**config.mk**
```make
export PLATFORM = sky130hd
export DESIGN_NAME = wcss_front
export DESIGN_NICKNAME = d
export VERILOG_FILES = /design/src/rtl/wcss_pkg.sv /design/src/rtl/wcss_front.sv
export SDC_FILE = /design/constraint.sdc
export NUM_CORES = 1
export LEC_CHECK = 0
export ABC_AREA = 1
export BUFFER_PORTS_ARGS = -buffer_cell sky130_fd_sc_hd__buf_4
export CORE_MARGIN = 2
export CORE_UTILIZATION = 50
export DETAILED_ROUTE_END_ITERATION = 12
export GPL_ROUTABILITY_DRIVEN = 1
export PLACE_DENSITY = 0.75
export SETUP_SLACK_MARGIN = 0.15
export SYNTH_ARGS = -nofsm -noshare
export SYNTH_HDL_FRONTEND = slang
export SYNTH_SLANG_ARGS = --single-unit
```
**constraint.sdc**
```tcl
create_clock -name clk -period 7.5 [get_ports clk]
set_input_delay 0.375 -clock clk [delete_from_list [all_inputs] [get_ports clk]]
set_output_delay 0.375 -clock clk [all_outputs]
set_load 0.01 [all_outputs]
```
**src/rtl/wcss_pkg.sv**
```systemverilog
// Shared constants, types and helpers for the window count square sum block.
package wcss_pkg;

	localparam int ARRAY_DEPTH = 1024;
	localparam int VALUE_RANGE = 1024;

	localparam int IDX_W    = 11;
	localparam int VAL_IN_W = 10;
	localparam int LEN_W    = 11;
	localparam int SUM_W    = 21;

	localparam int ADDR_W  = $clog2(ARRAY_DEPTH);
	localparam int VADDR_W = $clog2(VALUE_RANGE);
	localparam int CNT_W   = $clog2(ARRAY_DEPTH + 1);

	localparam int QUEUE_DEPTH = 2;
	localparam int QPTR_W      = $clog2(QUEUE_DEPTH);
	localparam int QCNT_W      = $clog2(QUEUE_DEPTH + 1);

	localparam int PADDR_W   = 3;
	localparam int PDATA_W   = 32;
	localparam int REG_IDX_W = PADDR_W - 2;

	localparam logic [REG_IDX_W-1:0] REG_ARRAY_LENGTH = '0;

	typedef enum logic [1:0] {
		K_LOAD  = 2'd0,
		K_QUERY = 2'd1,
		K_BAD   = 2'd2
	} kind_t;

	typedef struct packed {
		kind_t              kind;
		logic [IDX_W-1:0]   pos;
		logic [VADDR_W-1:0] val;
		logic [IDX_W-1:0]   lo;
		logic [IDX_W-1:0]   hi;
	} entry_t;

	typedef struct packed {
		logic pop;
		logic clearing;
	} back_ctl_t;

	function automatic logic [VADDR_W-1:0] clamp_value(input logic [VAL_IN_W-1:0] v);
		logic [31:0] v32;
		v32 = 32'(v);
		if (v32 >= 32'(VALUE_RANGE))
			return VADDR_W'(VALUE_RANGE - 1);
		return VADDR_W'(v);
	endfunction

endpackage

```
**src/rtl/wcss_front.sv**
```systemverilog
// Front end: accepts requests, classifies them, drops loads outside the array and queues the rest for the back end.
module wcss_front (
	input  logic                                clk,
	input  logic                                arst_n,
	input  logic                                in_valid,
	output logic                                in_stall,
	input  logic                                operation,
	input  logic [wcss_pkg::IDX_W-1:0]          position,
	input  logic [wcss_pkg::VAL_IN_W-1:0]       element_value,
	input  logic [wcss_pkg::IDX_W-1:0]          left_end,
	input  logic [wcss_pkg::IDX_W-1:0]          right_end,
	input  logic [wcss_pkg::LEN_W-1:0]          array_length,
	input  wcss_pkg::back_ctl_t                 ctl,
	output logic                                head_valid,
	output wcss_pkg::entry_t                    head
);

	wcss_pkg::entry_t                  queue_q [wcss_pkg::QUEUE_DEPTH];
	logic [wcss_pkg::QPTR_W-1:0]       wr_ptr_q;
	logic [wcss_pkg::QPTR_W-1:0]       rd_ptr_q;
	logic [wcss_pkg::QCNT_W-1:0]       count_q;
	wcss_pkg::entry_t                  entry;
	logic                              accept;
	logic                              drop;
	logic                              push;
	logic                              pop;

	assign in_stall   = (count_q == wcss_pkg::QCNT_W'(wcss_pkg::QUEUE_DEPTH)) || ctl.clearing;
	assign accept     = in_valid && !in_stall;
	assign head_valid = (count_q != '0);
	assign head       = queue_q[rd_ptr_q];
	assign pop        = ctl.pop && head_valid;

	always_comb begin
		entry.pos = position;
		entry.val = wcss_pkg::clamp_value(element_value);
		entry.lo  = left_end;
		entry.hi  = right_end;
		drop      = 1'b0;
		if (!operation) begin
			entry.kind = wcss_pkg::K_LOAD;
			drop       = (position == '0) || (position > array_length);
		end else if ((left_end == '0) || (left_end > right_end) ||
			(right_end > array_length)) begin
			entry.kind = wcss_pkg::K_BAD;
		end else begin
			entry.kind = wcss_pkg::K_QUERY;
		end
	end

	assign push = accept && !drop;

	always_ff @(posedge clk) begin
		if (push)
			queue_q[wr_ptr_q] <= entry;
	end

	always_ff @(posedge clk or negedge arst_n) begin
		if (!arst_n) begin
			wr_ptr_q <= '0;
			rd_ptr_q <= '0;
			count_q  <= '0;
		end else begin
			if (push) begin
				if (wr_ptr_q == wcss_pkg::QPTR_W'(wcss_pkg::QUEUE_DEPTH - 1))
					wr_ptr_q <= '0;
				else
					wr_ptr_q <= wr_ptr_q + wcss_pkg::QPTR_W'(1);
			end
			if (pop) begin
				if (rd_ptr_q == wcss_pkg::QPTR_W'(wcss_pkg::QUEUE_DEPTH - 1))
					rd_ptr_q <= '0;
				else
					rd_ptr_q <= rd_ptr_q + wcss_pkg::QPTR_W'(1);
			end
			if (push && !pop)
				count_q <= count_q + wcss_pkg::QCNT_W'(1);
			else if (pop && !push)
				count_q <= count_q - wcss_pkg::QCNT_W'(1);
		end
	end

endmodule

```
# After elaboration in Yosys (flattened, before gate mapping)
# Memory sizes are Yosys's and may differ from the RTL's.
# Index checks and enable logic that the tools add are counted.
[word_totals]
elab_cells = 38
memories = 1
ram_bits = 90
output_inout_bits = 47
inputBits = 60
regBits = 4
[memory_table]
columns = ["memory", "depth", "width", "rd", "rd_ports_with_merged_regs", "write_ports", "line_no", "rtl"]
rows = [
  ["queue_q", 2, 45, 1, 0, 1, "wcss_front.sv:18", "wcss_pkg::entry_t queue_q [wcss_pkg::QUEUE_DEPTH];"],
]
[op_classes]
reduce_logical = 17
muxes = 9
order_cmp = 3
addsub = 4
n_eq_ne = 1
[ops]
columns = ["operator", "n"]
rows = [
  ["11-bit > comparator", 3],
  ["11-bit zero test", 2],
  ["2-bit 2-to-1 mux", 4],
  ["1-bit logical AND", 5],
  ["1-bit 2-to-1 mux", 5],
  ["1-bit zero test", 4],
  ["1-bit logical OR", 4],
  ["2-bit nonzero test", 2],
  ["1-bit adder (second input constant)", 2],
  ["2-bit by 1-bit adder with 2-bit output (second input constant)", 1],
  ["2-bit equality test (second input constant)", 1],
  ["2-bit by 1-bit subtractor with 2-bit output (second input constant)", 1],
]

# Depth between registers and ports, before layout
[depth]
ltp_word = 9
ltp_mapped = 17
depth_no_buf = 17

# Least setup slack after synthesis
# OpenSTA, ideal clock, no wires.
[synth_timing]
kind = "input to register"
startpoint = "in array_length[10] (netlist bit)"
endpoint = "mem queue_q[1][0] (netlist bit), enable pin"
setup_slack_ns = 3.912
required_ns = 7.052
arrival_time_ns = 3.140
path_stages = 13
cell_sequence = "inv_1 -> ha_1 -> nand2_1 -> inv_2 -> nand2_2 -> inv_1 -> nand2_1 -> nand3_1 -> nand2_1 -> nand2_1 -> nand2_2 -> nand2_2 -> nor2_1"
[synth_between]
elab_chain_len = 7
[synth_rtl]
columns = ["element", "line_no", "rtl"]
rows = [
  ["start: declaration", "wcss_front.sv:12", "input logic [wcss_pkg::LEN_W-1:0] array_length,"],
  ["11-bit > comparator", "wcss_front.sv:42", "drop = (position == '0) || (position > array_length);"],
  ["1-bit logical OR", "wcss_front.sv:42", ""],
  ["1-bit 2-to-1 mux", "wcss_front.sv:40", "if (!operation) begin"],
  ["1-bit zero test", "wcss_front.sv:51", "assign push = accept && !drop;"],
  ["1-bit logical AND", "wcss_front.sv:51", ""],
  ["1-bit 2-to-1 mux", "wcss_front.sv:54", "if (push)"],
  ["1-bit 2-to-1 mux (implied by the code)", "wcss_front.sv:55", "queue_q[wr_ptr_q] <= entry;"],
  ["end: declaration", "wcss_front.sv:18", ""],
]
# Every way passes these cells.

==> metrics.cfg <==
[power_and_ir_drop]
ir_drop_uv=130
power.density_cell_area_nw_per_um2=276
total_leakage_power_uw=0.00257

[final_layout]
synthToLayoutAreaGrowth_pct=24.8
nNetsFinal=616
n_antenna_cell=0
final_layout_size_suffix_gt1_frac=0.250

[clock_tree]
clk_pin_slew_ps=90
post_cts_buffers=0
root_buffer=sky130_fd_sc_hd__clkbuf_8
cts-root-to-sink-buffers=2
cts_tree=done
cts_sink_count=94
cts_resized=0
tritoncts.num_buffers=9
h-tree-depth=3
clk_latency_ps=360

[placed_design]
dp.final_hpwl_um=6400
numPortBuffers=106
replace_congestion=0.807

[critical_path]
worstPathCellList=buf_4, inv_2, nand2_1, nand2_1, buf_4
setup.worst_path.end_class=output port
cp_data_arrival_time_ps=2040
timing.critical_path.slowest_stage_cell=sky130_fd_sc_hd__inv_2
critical_path_max_stage_delay_ps=660
path_class=register to output port
critical_path.startpoint_type=register
worst_path_max_fanout=46
timing.critical_path.required_ps=7120

[grt]
grt_antenna_before_repair=0
track_usage=0.199
via_count_of_the_first_global_routing_pass=3101
global_route.overflow_total=0
grt_max_degree=47
first_pass_grt_wire_length_um=14700

[sta]
grt_setup_unrepaired=no
setup-tns-final_ps=0
hold_viol=0
max_clock_freq_ghz=0.414
period_minus_slack_ps=2410
finClkSkew_ps=7.72
slew_headroom=0.328
fin_hold_ws_ps=196
final_max_slew_viol_count=0
report.final.setup_viol=0
post-route-period-util=0.322
tightestPinTransition_ps=1010

[logic_synthesis]
synth_cell_types=23
synth_nets=505
synth_async_sr_flop_share=0.0426
synth_warnings=0
ys_ff_latch=94
syn_area_per_cell_um2=10.7
dominantRegCellSynth=sky130_fd_sc_hd__edfxtp_1
synth_edf_count=90
library_cell_occupying_the_most_area_in_the_post_synthesis_netlist=sky130_fd_sc_hd__edfxtp_1
netlist.area_leader.share=0.615
sequential_share_of_the_synthesized_area=0.638
synth_top_cells_by_area=sky130_fd_sc_hd__edfxtp_1, sky130_fd_sc_hd__nand2_1, sky130_fd_sc_hd__ha_1
synthesis.instances=411
synth.cell_area_um2=4390

[route]
met2WireLength_um=4450
top_layer_used=met4
detailroute.wirelength.met3_um=393
wire_per_inst_um=14.2
route.antenna.remaining_nets=0
drtPass1Iterations=4
postRouteWirelength_um=8990
route.detailed.vias_per_inst=4.86
vias=3088
routedLengthMet1_um=4010
drt_first_iter_violations=102
drc_errors=0

[floorplanning]
core_area_um2=8640
die_h_um=97.7
effective_utilization_at_floorplan=0.509
io-pin-count=107
std_cell_rows=34
floorplan.die_area_um2=9550
chipWidth_um=97.7

[run]
max_cap_viol_count=0

[min_path]
holdCritPathClass=input pin to register

[run_status]
result_of_the_run=finished clean

## kinds of logic (layout without fill, tap and decap cells)
logic type | Yosys count | in the layout | share of synthesized area
AO/OA/AOI/OAI | 22 | 22 | 0.0268
XOR/XNOR | 3 | 3 | 0.00598
adder cells (fa/ha/maj) | 34 | 34 | 0.0969
buffers and inverters | 54 | 170 | 0.0479
flip-flops | 94 | 94 | 0.638
AND/OR/NAND/NOR | 204 | 204 | 0.184
## report_power, final
| part | internal [uW] | total [uW] | switching [uW] |
|---|---|---|---|
| Sequential | 643 | 658 | 14.7 |
| Combinational | 234 | 566 | 332 |
| Clock | 119 | 289 | 170 |
## sequential cells by signal, indices dropped and copies added, names as in the netlist
signal / cells
queue_q: 90
count_q: 2
rd_ptr_q: 1
wr_ptr_q: 1
## critical path: cells and delay by family, from the launching register on
family / cells / cell delay [ps]
buf+inv: 3 / 1060
flops: 1 / 370
simple gates: 2 / 230
## synthesized netlist by cell type, types with 3 or more instances
library cell,count
sky130_fd_sc_hd__nor4_1,4
sky130_fd_sc_hd__nand3_1,9
sky130_fd_sc_hd__nor2_1,7
sky130_fd_sc_hd__o21ai_0,3
sky130_fd_sc_hd__buf_2,6
sky130_fd_sc_hd__nand4_1,3
sky130_fd_sc_hd__edfxtp_1,90
sky130_fd_sc_hd__nand2_2,3
sky130_fd_sc_hd__dfrtp_1,4
sky130_fd_sc_hd__nand2_1,174
sky130_fd_sc_hd__inv_2,4
sky130_fd_sc_hd__ha_1,34
sky130_fd_sc_hd__a21oi_1,14
sky130_fd_sc_hd__inv_1,41
## metrics by stage
stage                     total power (uW)  utilization  cells  setup WS (ps)  area [um^2]
after detailed placement              1240        0.614    618           4790         5300
final                                 1510        0.634    635           5090         5480
after CTS                             1530        0.634    635           5050         5480
after global placement                1230        0.614    618           4870         5300
after global routing                  1610        0.634    635           4850         5480
after floorplan                        977            -    411           3910         4390
## cell usage in the layout (no fill, tap or decap), drive strengths merged
master	n
o21a	2
nor2	9
o21bai	1
xor2	2
o21ai	5
edfxtp	90
clkinvlp	1
ha	34
nor4	4
clkbuf	10
inv	46
xnor2	1
nor3	2
a21oi	14
clkinv	4
nand3	9
dfrtp	4
buf	108
dlygate4sd3	1
nand2	177
nand4	3
## timing repair
action,CTS,global route
hold endpoints to repair,4,0
hold buffers,1,0
setup endpoints to repair,0,0
## final cells by class
class                      count  area (um^2)
fill                         707         3160
inverter                      45          169
clock inverter                 6         37.5
clock buffer                  10          128
timing repair buffer         109          821
tap                          108          135
sequential                    94         2800
multi-input combinational    263         1390
## path summary, 6_finish.rpt
check | from | endpoint | slack, ps | depth (start not counted)
max | rd_ptr_q | head[7] | 5090 | 5
min | element_value[0] | queue_q[0][22] | 200 | 1
max reg2reg | count_q[1] | queue_q[1][25] | 5410 | 6
min reg2reg | wr_ptr_q | wr_ptr_q | 490 | 2
max in group asynchronous | arst_n | wr_ptr_q | 7050 | 2
min in group asynchronous | arst_n | rd_ptr_q | 340 | 2
## layer usage
layer	vias to the layer above	track usage
li1	1581	-
met1	1415	0.264
met2	83	0.323
met3	9	0.0417
met4	0	0.0812
met5	-	0
(Power assumes the default switching activity.)
